File: config.mk
export PLATFORM = sky130hd
export DESIGN_NAME = directory_name_hash
export DESIGN_NICKNAME = d
export VERILOG_FILES = /design/src/design/dnh_pkg.sv /design/src/design/dnh_round.sv /design/src/design/directory_name_hash.sv
export SDC_FILE = /design/constraint.sdc
export NUM_CORES = 2
export LEC_CHECK = 0
export BUFFER_PORTS_ARGS = -buffer_cell sky130_fd_sc_hd__buf_2
export CORE_ASPECT_RATIO = 2
export CORE_MARGIN = 2
export CORE_UTILIZATION = 67
export CTS_BUF_LIST = sky130_fd_sc_hd__clkbuf_4
export CTS_CLUSTER_SIZE = 40
export DETAILED_ROUTE_END_ITERATION = 12
export GPL_ROUTABILITY_DRIVEN = 1
export PLACE_DENSITY = 0.83
export RECOVER_POWER = 100
export SYNTH_ARGS = -nofsm -noshare
export SYNTH_HDL_FRONTEND = slang
export SYNTH_SLANG_ARGS = --single-unit
File: constraint.sdc
create_clock -name clock -period 12.39 [get_ports clock]
set_input_delay 0.6195 -clock clock [delete_from_list [all_inputs] [get_ports clock]]
set_output_delay 0.6195 -clock clock [all_outputs]
set_load 0.02 [all_outputs]
File: src/design/dnh_pkg.sv
// ----------------------------------------------------------------------------
// Directory name hash package
// Shared payload types and hash constants.
// ----------------------------------------------------------------------------
package dnh_pkg;

   typedef struct packed {
      logic [7:0] name_byte;
      logic [7:0] name_size;
      logic [2:0] hash_mode;
      logic       first_of_name;
   } req_type;

   typedef struct packed {
      logic [31:0] major_word;
      logic [31:0] minor_word;
      logic        hash_error;
   } rsp_type;

   localparam logic [31:0] MD4_IV0 = 32'h67452301;
   localparam logic [31:0] MD4_IV1 = 32'hefcdab89;
   localparam logic [31:0] MD4_IV2 = 32'h98badcfe;
   localparam logic [31:0] MD4_IV3 = 32'h10325476;
   localparam logic [31:0] MD4_K2 = 32'h5a827999;
   localparam logic [31:0] MD4_K3 = 32'h6ed9eba1;
   localparam logic [31:0] TEA_DELTA = 32'h9e3779b9;
   localparam logic [31:0] LEG_MULT = 32'd7152373;
   localparam logic [31:0] LEG_RECENT0 = 32'h12a3fe2d;
   localparam logic [31:0] LEG_OLDER0 = 32'h37abe8f9;
   localparam logic [31:0] LEG_WRAP = 32'h7fffffff;

   // Hash modes: the signed-byte variants come first, then the unsigned ones.
   localparam logic [2:0] MODE_LEGACY = 3'd0;
   localparam logic [2:0] MODE_MD4 = 3'd1;
   localparam logic [2:0] MODE_TEA = 3'd2;
   localparam logic [2:0] MODE_LEGACY_U = 3'd3;
   localparam logic [2:0] MODE_MD4_U = 3'd4;
   localparam logic [2:0] MODE_TEA_U = 3'd5;

   localparam logic [1:0] KIND_LEGACY = 2'd0;
   localparam logic [1:0] KIND_MD4 = 2'd1;
   localparam logic [1:0] KIND_TEA = 2'd2;

   localparam logic [1:0] CSR_SEED0 = 2'd0;

   // Control from the sequencer to the round unit.
   typedef struct packed {
      logic       start;
      logic [1:0] kind;
   } rnd_ctl_type;

endpackage

File: src/design/dnh_round.sv
// ----------------------------------------------------------------------------
// Directory name hash round unit
// Runs one half-MD4 or TEA compression, one MD4 step or TEA half-round per cycle.
// ----------------------------------------------------------------------------
module dnh_round (
   input  logic                 clock,
   input  logic                 reset,
   input  dnh_pkg::rnd_ctl_type ctl,
   input  logic [31:0]          blk [8],
   input  logic [31:0]          chain_in [4],
   output logic [31:0]          chain_out [4],
   output logic                 busy,
   output logic                 done
);
   import dnh_pkg::*;

   logic [31:0] r_ff [4];
   logic [31:0] r_in [4];
   logic [31:0] sum_ff, sum_in;
   logic [4:0]  step_ff, step_in;
   logic        tea_ff;
   logic        busy_ff, done_ff;
   logic        half_ff;
   logic        last_step;

   function automatic logic [2:0] md4_idx(input logic [4:0] s);
      logic [2:0] i;
      i = s[2:0];
      case (s[4:3])
         2'd0: md4_idx = i;
         2'd1: md4_idx = {i[1:0], ~i[2]};
         default: begin
            case (i)
               3'd0: md4_idx = 3'd3;
               3'd1: md4_idx = 3'd7;
               3'd2: md4_idx = 3'd2;
               3'd3: md4_idx = 3'd6;
               3'd4: md4_idx = 3'd1;
               3'd5: md4_idx = 3'd5;
               3'd6: md4_idx = 3'd0;
               default: md4_idx = 3'd4;
            endcase
         end
      endcase
   endfunction

   function automatic logic [4:0] md4_shift(input logic [4:0] s);
      case ({s[4:3], s[1:0]})
         4'b0000: md4_shift = 5'd3;
         4'b0001: md4_shift = 5'd7;
         4'b0010: md4_shift = 5'd11;
         4'b0011: md4_shift = 5'd19;
         4'b0100: md4_shift = 5'd3;
         4'b0101: md4_shift = 5'd5;
         4'b0110: md4_shift = 5'd9;
         4'b0111: md4_shift = 5'd13;
         4'b1000: md4_shift = 5'd3;
         4'b1001: md4_shift = 5'd9;
         4'b1010: md4_shift = 5'd11;
         default: md4_shift = 5'd15;
      endcase
   endfunction

   logic [1:0]  t;
   logic [31:0] x, y, z, fv, kv, acc, rot, tv, tea_r, tea_new;
   logic [4:0]  sh;

   always_comb begin
      r_in = r_ff;
      sum_in = sum_ff;
      t = 2'(3'd4 - {1'b0, step_ff[1:0]});
      x = r_ff[t + 2'd1];
      y = r_ff[t + 2'd2];
      z = r_ff[t + 2'd3];
      case (step_ff[4:3])
         2'd0: begin fv = z ^ (x & (y ^ z)); kv = '0; end
         2'd1: begin fv = (x & y) + ((x ^ y) & z); kv = MD4_K2; end
         default: begin fv = x ^ y ^ z; kv = MD4_K3; end
      endcase
      sh = md4_shift(step_ff);
      acc = r_ff[t] + fv + blk[md4_idx(step_ff)] + kv;
      rot = (acc << sh) | (acc >> (6'd32 - {1'b0, sh}));
      // TEA: half_ff low updates l with sum advanced, high updates r.
      tea_r = half_ff ? r_ff[0] : r_ff[1];
      tv = half_ff ? sum_ff : sum_ff + TEA_DELTA;
      tea_new = ((tea_r << 4) + (half_ff ? blk[2] : blk[0])) ^ (tea_r + tv)
              ^ ((tea_r >> 5) + (half_ff ? blk[3] : blk[1]));
      if (tea_ff) begin
         if (half_ff) r_in[1] = r_ff[1] + tea_new;
         else begin
            r_in[0] = r_ff[0] + tea_new;
            sum_in = tv;
         end
      end else begin
         r_in[t] = rot;
      end
   end

   assign step_in = step_ff + 5'd1;
   assign last_step = tea_ff ? (half_ff && step_ff == 5'd15) : (step_ff == 5'd23);

   always_ff @(posedge clock) begin
      if (reset) begin
         busy_ff <= 1'b0;
         done_ff <= 1'b0;
         step_ff <= '0;
         half_ff <= 1'b0;
      end else if (ctl.start) begin
         busy_ff <= 1'b1;
         done_ff <= 1'b0;
         tea_ff <= (ctl.kind == KIND_TEA);
         step_ff <= '0;
         half_ff <= 1'b0;
         sum_ff <= '0;
         r_ff <= chain_in;
      end else if (busy_ff) begin
         r_ff <= r_in;
         sum_ff <= sum_in;
         if (tea_ff) half_ff <= ~half_ff;
         if (!tea_ff || half_ff) step_ff <= step_in;
         busy_ff <= !last_step;
         done_ff <= last_step;
      end else begin
         done_ff <= 1'b0;
      end
   end

   always_comb begin
      for (int i = 0; i < 4; i++) chain_out[i] = chain_in[i] + r_ff[i];
   end

   assign busy = busy_ff;
   assign done = done_ff;

endmodule

File: src/design/directory_name_hash.sv
// ----------------------------------------------------------------------------
// Directory name hash
// Legacy, half-MD4 and TEA directory-index hash of a name, one byte per item.
// ----------------------------------------------------------------------------
//  channel  direction  handshake       payload
//  req_     in         valid / stall   dnh_pkg::req_type
//  rsp_     out        valid / stall   dnh_pkg::rsp_type
//  csr_     in         valid / ready   index, 32-bit data
//
// A legacy byte or a byte that does not close a chunk passes through S_BYTE
// once. A byte that closes a chunk then goes to S_ROUND for the round unit's 24
// (half-MD4) or 32 (TEA) steps, one per cycle, and then the chain takes its result.
// Reset is synchronous, active high.
// A result waits in the output register; the next item is taken only once
// the output register is free.
// ----------------------------------------------------------------------------
module directory_name_hash #(
   parameter int MAX_NAME_LENGTH = 255
) (
   input  logic             clock,
   input  logic             reset,
   input  logic             req_valid,
   output logic             req_stall,
   input  dnh_pkg::req_type req_data,
   output logic             rsp_valid,
   input  logic             rsp_stall,
   output dnh_pkg::rsp_type rsp_data,
   input  logic             csr_valid,
   output logic             csr_ready,
   input  logic [1:0]       csr_index,
   input  logic [31:0]      csr_data
);
   import dnh_pkg::*;

   localparam int LW = $clog2(MAX_NAME_LENGTH + 1);
   localparam logic [LW-1:0] MAXL = LW'(MAX_NAME_LENGTH);

   typedef enum logic [1:0] {S_IDLE, S_BYTE, S_ROUND} state_type;

   state_type   state_ff;
   logic [31:0] seed_ff [4];
   logic [31:0] chain_ff [4];
   logic [31:0] blk_ff [8];
   logic [31:0] recent_ff, older_ff;
   logic [LW-1:0] remain_ff;
   logic [2:0]  mode_ff;
   logic [4:0]  fill_ff;
   logic [7:0]  byte_ff;
   logic        rsp_valid_ff;
   rsp_type     rsp_ff;
   rnd_ctl_type ctl;
   logic [31:0] chain_out [4];
   logic        rnd_busy, rnd_done;

   dnh_round u_round (
      .clock(clock), .reset(reset), .ctl(ctl), .blk(blk_ff), .chain_in(chain_ff),
      .chain_out(chain_out), .busy(rnd_busy), .done(rnd_done)
   );

   function automatic logic [1:0] kind_of(input logic [2:0] m);
      unique case (m) inside
         MODE_MD4, MODE_MD4_U: kind_of = KIND_MD4;
         MODE_TEA, MODE_TEA_U: kind_of = KIND_TEA;
         default:              kind_of = KIND_LEGACY;
      endcase
   endfunction

   function automatic rsp_type make_rsp(input logic [31:0] mj, input logic [31:0] mn);
      logic [31:0] m;
      m = {mj[31:1], 1'b0};
      if (m == 32'hfffffffe) m = 32'hfffffffc;
      make_rsp = '{major_word: m, minor_word: mn, hash_error: 1'b0};
   endfunction

   logic [1:0]  kind;
   logic [31:0] bv, mulv, nxt, nxt2;
   logic [LW-1:0] len;
   logic [7:0]  padb;
   logic [LW-1:0] rem_dec;
   logic [4:0]  fill_inc;
   logic [31:0] chain_in [4];
   logic        seed_zero;

   assign kind = kind_of(mode_ff);
   assign bv = (mode_ff < MODE_LEGACY_U && byte_ff[7]) ? {24'hffffff, byte_ff}
                                                       : {24'h0, byte_ff};
   assign mulv = bv * LEG_MULT;
   assign nxt = older_ff + (recent_ff ^ mulv);
   assign nxt2 = nxt[31] ? nxt - LEG_WRAP : nxt;
   assign rem_dec = remain_ff - LW'(1);
   assign fill_inc = fill_ff + 5'd1;
   assign padb = 8'(remain_ff);
   assign seed_zero = ~|(seed_ff[0] | seed_ff[1] | seed_ff[2] | seed_ff[3]);
   assign len = (req_data.name_size > 8'(MAXL) && LW <= 8) ? MAXL
              : LW'(req_data.name_size);

   assign req_stall = (state_ff != S_IDLE) || rsp_valid_ff;
   assign rsp_valid = rsp_valid_ff;
   assign rsp_data = rsp_ff;
   assign csr_ready = 1'b1;

   logic accept;
   logic closes;
   assign accept = req_valid && !req_stall;
   assign closes = (kind == KIND_MD4 && fill_inc == 5'd0) ||
                   (kind == KIND_TEA && fill_inc[3:0] == 4'd0) || rem_dec == '0;
   assign ctl = '{start: (state_ff == S_BYTE) && kind != KIND_LEGACY && closes,
                  kind: kind};

   always_comb begin
      for (int i = 0; i < 4; i++) chain_in[i] = seed_zero ? '0 : seed_ff[i];
      if (seed_zero) begin
         chain_in[0] = MD4_IV0; chain_in[1] = MD4_IV1;
         chain_in[2] = MD4_IV2; chain_in[3] = MD4_IV3;
      end
   end

   always_ff @(posedge clock) begin
      if (reset) begin
         state_ff <= S_IDLE;
         rsp_valid_ff <= 1'b0;
         remain_ff <= '0;
         mode_ff <= '0;
         fill_ff <= '0;
         for (int i = 0; i < 4; i++) seed_ff[i] <= '0;
      end else begin
         if (csr_valid) seed_ff[csr_index - CSR_SEED0] <= csr_data;
         if (rsp_valid_ff && !rsp_stall) rsp_valid_ff <= 1'b0;
         unique case (state_ff)
            S_IDLE: begin
               if (accept) begin
                  byte_ff <= req_data.name_byte;
                  if (req_data.first_of_name) begin
                     fill_ff <= '0;
                     remain_ff <= '0;
                     if (req_data.hash_mode > MODE_TEA_U) begin
                        rsp_ff <= '{major_word: '0, minor_word: '0, hash_error: 1'b1};
                        rsp_valid_ff <= 1'b1;
                     end else begin
                        mode_ff <= req_data.hash_mode;
                        chain_ff <= chain_in;
                        recent_ff <= LEG_RECENT0;
                        older_ff <= LEG_OLDER0;
                        remain_ff <= len;
                        if (len == '0) begin
                           case (kind_of(req_data.hash_mode))
                              KIND_LEGACY:
                                 rsp_ff <= make_rsp({LEG_RECENT0[30:0], 1'b0}, '0);
                              KIND_MD4: rsp_ff <= make_rsp(chain_in[1], chain_in[2]);
                              default: rsp_ff <= make_rsp(chain_in[0], chain_in[1]);
                           endcase
                           rsp_valid_ff <= 1'b1;
                        end else state_ff <= S_BYTE;
                     end
                  end else if (remain_ff != '0) state_ff <= S_BYTE;
               end
            end
            S_BYTE: begin
               remain_ff <= rem_dec;
               if (kind == KIND_LEGACY) begin
                  older_ff <= recent_ff;
                  recent_ff <= nxt2;
                  state_ff <= S_IDLE;
                  if (rem_dec == '0) begin
                     rsp_ff <= make_rsp({nxt2[30:0], 1'b0}, '0);
                     rsp_valid_ff <= 1'b1;
                  end
               end else begin
                  // The first byte of a chunk pads every word before shifting in.
                  for (int i = 0; i < 8; i++) begin
                     if (3'(i) == fill_ff[4:2])
                        blk_ff[i] <= bv + (((fill_ff == '0) ? {4{padb}} : blk_ff[i]) << 8);
                     else if (fill_ff == '0)
                        blk_ff[i] <= {4{padb}};
                  end
                  fill_ff <= closes ? 5'd0 : fill_inc;
                  state_ff <= closes ? S_ROUND : S_IDLE;
               end
            end
            S_ROUND: begin
               if (rnd_done) begin
                  chain_ff <= chain_out;
                  state_ff <= S_IDLE;
                  if (remain_ff == '0) begin
                     rsp_ff <= (kind == KIND_MD4) ? make_rsp(chain_out[1], chain_out[2])
                                                  : make_rsp(chain_out[0], chain_out[1]);
                     rsp_valid_ff <= 1'b1;
                  end
               end
            end
            default: state_ff <= S_IDLE;
         endcase
      end
   end

   a_round_only_in_round: assert property (@(posedge clock) disable iff (reset)
      rnd_busy |-> state_ff == S_ROUND) else $error("round unit busy outside round");
   a_no_accept_while_rsp: assert property (@(posedge clock) disable iff (reset)
      rsp_valid_ff |-> req_stall) else $error("input open with result pending");
   a_done_ends_round: assert property (@(posedge clock) disable iff (reset)
      rnd_done |=> state_ff == S_IDLE) else $error("round end not taken");

endmodule
==> reports/metrics.csv, run 1 <==
metric,value,unit
synth_cell_types,116,
syn-cell-area,79960,um^2
die_w,248.3,um
synth_area_leader_cell,edfxtp_1,
synth_top_family_by_area,compound AO/OA/AOI/OAI gates,
numClockSinks,840,
error_line,[ERROR GRT-0116] Global routing finished with congestion. Check the congestion regions in the DRC Viewer.,
grt_max_degree,152,
hpwl,266500,um
synthTopCellsByArea,"edfxtp_1, ha_1, xnor2_1",
haltStage,5_1_grt,
yosys.area_share.adder,12.93,%
clock-root-buffer,clkbuf_4,
yosys.area_share.simple,14.85,%
grt_pass1_wl,579300,um
synthArstFlopShare,0,%
die_y,492.6,um
synth_xor_area_share,8.644,%
grt-ovfl-total,131,
synth-edff-count,809,
synth_compound_area_share,18.53,%
cts_buffers,199,
rows,179,
placed_cells,9839,
htree_levels,4,
gp_congestion,1.143,
yosysTopAreaCellShare,30.38,%
synth-main-ff-cell,edfxtp_1,
yosysSeqAreaShare,31.16,%
cts_buffer_depth,3,
start_util,67.36,%
cts_resized,0,
io_pins,127,
outcome,stopped before the end,
numPortBuffers,124,
grt_pass1_vias,81470,
synthMuxAreaShare,9.748,%
yosys_warnings,0,
synth.avg_cell_area,9.442,um^2
grt_use_total,65.78,%
synth-seq-cells,840,
syn_inst,8469,
-- per-stage QoR --
step	worst slack, ns	cell area (um^2)
detailed placement	1.558	82070
floorplan	1.033	79980
global placement	1.653	82070
CTS	1.529	85360
-- cells in the mapped netlist (all sizes together), types with 78 or more instances --
cell and instances:
ha 567, xor2 254, fa 162, nand2 534
nand4 92, inv 410, a21oi 825, nor3 202
and3 91, a31oi 81, nor4 78, mux2 167
o21ai 536, clkbuf 338, nand3 162, xnor2 530
and2 241, mux2i 142, buf 93, mux4 197
nand2b 82, edfxtp 809, a21o 159, nor2 704
-- kinds of logic after synthesis --
group           count (synthesis)
xor+xnor                      786
other cells                     2
fa+ha+maj                     729
compound gates               2339
simple gates                 2423
mux                           506
flops                         840
buf+inv                       844
-- what timing repair did --
action	4_1_cts
buffers inserted	0
hold endpoints to repair	164
hold buffers	70
-- metal layers --
layer	GRT overflow	GRT usage (%)
met5	0	8.340
met1	0	64.75
met2	68	88.03
met4	63	70.48
met3	0	41.57
==> run 2, diff against run 1 <==
--- a/config.mk
+++ b/config.mk
@@ -6,14 +6,11 @@
 export NUM_CORES = 2
 export LEC_CHECK = 0
 export BUFFER_PORTS_ARGS = -buffer_cell sky130_fd_sc_hd__buf_2
-export CORE_ASPECT_RATIO = 2
 export CORE_MARGIN = 2
-export CORE_UTILIZATION = 67
-export CTS_BUF_LIST = sky130_fd_sc_hd__clkbuf_4
-export CTS_CLUSTER_SIZE = 40
+export CORE_UTILIZATION = 40
 export DETAILED_ROUTE_END_ITERATION = 12
 export GPL_ROUTABILITY_DRIVEN = 1
-export PLACE_DENSITY = 0.83
+export PLACE_DENSITY_LB_ADDON = 0.15
 export RECOVER_POWER = 100
 export SYNTH_ARGS = -nofsm -noshare
 export SYNTH_HDL_FRONTEND = slang
==> run 2 against run 1 <==
Compared with the run above:
- the flow now finishes, with violations (capacitance limit, slew limit)
- synthesized cell count unchanged
- area after synthesis unchanged
==> reports/metrics.csv, run 2 <==
metric,value,unit,change
vias,70950,,
first_pass_iters,6,,
syn_to_final_growth,8.079,%,
hold_violations,0,,
cp_data_arrival_time,11.87,ns,
yosysMostFrequentCell,a21oi_1,,
nets,9188,,
grt_max_degree,160,,
powerDensity,243.8,nW/um^2,
skew,0.06690,ns,
outcome,"finished, violations left",,
worstHoldPathType,in2reg,,
rr_worst_depth,30,,
worst-setup-path-type,reg2reg,,
synth_cell_types,116,,unchanged
die_y,451.1,um,-8.4%
syn-cell-area,79960,um^2,unchanged
insertion_delay,0.80,ns,
ff2ff_setup_slack,1.04,ns,
final-max-slew-violation-count,1408,,
hold_start,csr_data[18],,
fin_tns_setup,0,ns,
start_util,40.13,%,-27 points
io_pins,127,,unchanged
gp_congestion,0.9912,,-13%
vdd_drop_max,1007,uV,
grt_setup_unrepaired,no,,
synth.avg_cell_area,9.442,um^2,unchanged
fin_ws,1.037,ns,
timing.rr.start,u_round.step_ff[0]$_SDFFE_PP0P_,,
yosysSeqAreaShare,31.16,%,unchanged
synthTopCellsByArea,"edfxtp_1, ha_1, xnor2_1",,
fmax,88.08,MHz,
grt_pass1_vias,65440,,
syn_inst,8469,,unchanged
p_comb_share,67.4,%,
largest_reg_flops,256,,
tritoncts,done,,
synth_area_leader_cell,edfxtp_1,,
grt_use_met1,46.78,%,
drt_iter0_drc,9442,,
numClockSinks,840,,unchanged
cts_buffers,101,,-49%
worst_hold_path.endpoint,seed_ff[1][18]$_SDFFCE_PN0P_,,
rows,164,,-8.4%
final_core_util,43.37,%,
yosys_warnings,0,,unchanged
cts_resized,0,,unchanged
grt_pass1_wl,479900,um,
start_kind,flip-flop,,
cp_num_buf_inv,3,,
power_switching,11.09,mW,
worst_pin_slew,8.574,ns,
crit_fanout,64,,
drt.antenna.violating_nets,0,,
htree_levels,3,,-1
numPortBuffers,124,,unchanged
wl_per_cell,30.43,um,
p_leak,32.49,nW,
cpPeakStageDelay,0.99,ns,
clockPowerShare,15.5,%,
path_common_cell,a31o_2,,
layout_common_cells,"a21oi_1, edfxtp_1, nor2_1, ha_1, nand2_1",,
antenna_found_initial,21,,
cp.required,12.90,ns,
vias_per_cell,6.365,,
grt-ovfl-total,0,,
crit_family,compound AO/OA/AOI/OAI gates,,
synth-main-ff-cell,edfxtp_1,,
crit_cells,30,,
layout_min_cycle_time,11.35,ns,
slew_headroom,-471.6,%,
cts_buffer_depth,3,,unchanged
intPower,9.976,mW,
top_usage_layer,met1,,
dieArea,203500,um^2,
drt_wl_total,339200,um,
dp_worst_setup_slack,1.755,ns,+0.1967 ns
synth-seq-cells,840,,unchanged
grt_use_met3,5.593,%,
swShare,52.66,%,
grt_use_total,32.22,%,
drc,0,,
clock-root-buffer,clkbuf_16,,
synth_common_cells,"a21oi_1, edfxtp_1, nor2_1, ha_1, nand2_1",,
die_w,451.1,um,+82%
grtUsageMet2,46.15,%,
hpwl,264500,um,-0.74%
violations,"capacitance limit, slew limit",,
setup_viol,0,,
drive_gt1_share,9.180,%,
post-route-period-util,91.63,%,
core,199200,um^2,
cpMaxStageDelayCell,nor4_1,,
clk_pin_slew_worst_paths,0.06,ns,
final_common_cell,a21oi_1,,
top_register,blk_ff,,
postCtsSetupBuffers,0,,unchanged
p_seq_share,17.1,%,
hold_buffers,8,,-89%
yosysTopAreaCellShare,30.38,%,unchanged
synth-edff-count,809,,unchanged
holdPathStages,2,,
end_kind,flip-flop,,
r2r-end,u_round.r_ff[99]$_DFFE_PP_,,
synthArstFlopShare,0,%,unchanged
maxCapViolCount,29,,
-- run 2: area by class of cell --
type,instances,area (um^2)
flip-flops and latches,840,24920
diodes,5,12.51
clock inverters,73,900.9
repair buffers,254,1424
clock buffers,116,2646
fillers,19360,112800
well taps,2656,3323
inverters,413,1556
multi-input cells,6790,51640
-- run 2: worst max-delay path by stage --
stage,startpoint,end
5_1_grt,state_ff[1]$_SDFFE_PP0P_,u_round.sum_ff[1]$_SDFFCE_PP0P_
2_1_floorplan,state_ff[0]$_SDFFE_PP0P_,chain_ff[0]$_DFFE_PP_
4_1_cts,u_round.step_ff[0]$_SDFFE_PP0P_,u_round.r_ff[29]$_DFFE_PP_
3_5_place_dp,mode_ff[1]$_SDFFE_PP0P_,rsp_data[34]$_DFFE_PP_
6_report,u_round.step_ff[0]$_SDFFE_PP0P_,u_round.r_ff[99]$_DFFE_PP_
3_3_place_gp,mode_ff[1]$_SDFFE_PP0P_,rsp_data[34]$_DFFE_PP_
-- run 2: kinds of logic after synthesis --
family | share of synthesized area (%)
other | 0.009392
AO/OA/AOI/OAI | 18.53
AND/OR/NAND/NOR | 14.85
XOR/XNOR | 8.644
adder cells (fa/ha/maj) | 12.93
buffers and inverters | 4.140
multiplexers | 9.748
flip-flops | 31.16
-- run 2: metrics by stage --
step           instance area, um^2  instances  hold WS (ns)  power [mW]
6_report                     86420      11150        0.1529       21.07
3_3_place_gp                 83350      10950        0.5045       17.59
5_1_grt                      86420      11150        0.1440       22.28
4_1_cts                      86970      11140        0.1020       20.96
2_1_floorplan                79980       8474        0.5072       13.14
3_5_place_dp                 83350      10950        0.5066       17.65
-- run 2: power groups by stage --
stage,registers (mW),logic [mW],clock network [mW]
3_5_place_dp,3.64,14.0,0
6_report,3.60,14.2,3.27
2_1_floorplan,3.54,9.60,0
4_1_cts,3.58,14.1,3.29
3_3_place_gp,3.64,13.9,0
5_1_grt,3.60,15.3,3.37
-- run 2: per-layer routing --
metal | vias to the layer above | part of all wire (%)
met5 | - | 0.024
met4 | 12 | 5.3
met3 | 578 | 10
met2 | 3955 | 42
met1 | 35060 | 43
li1 | 31340 | -
Note: power is estimated with default switching activity, not from simulation.
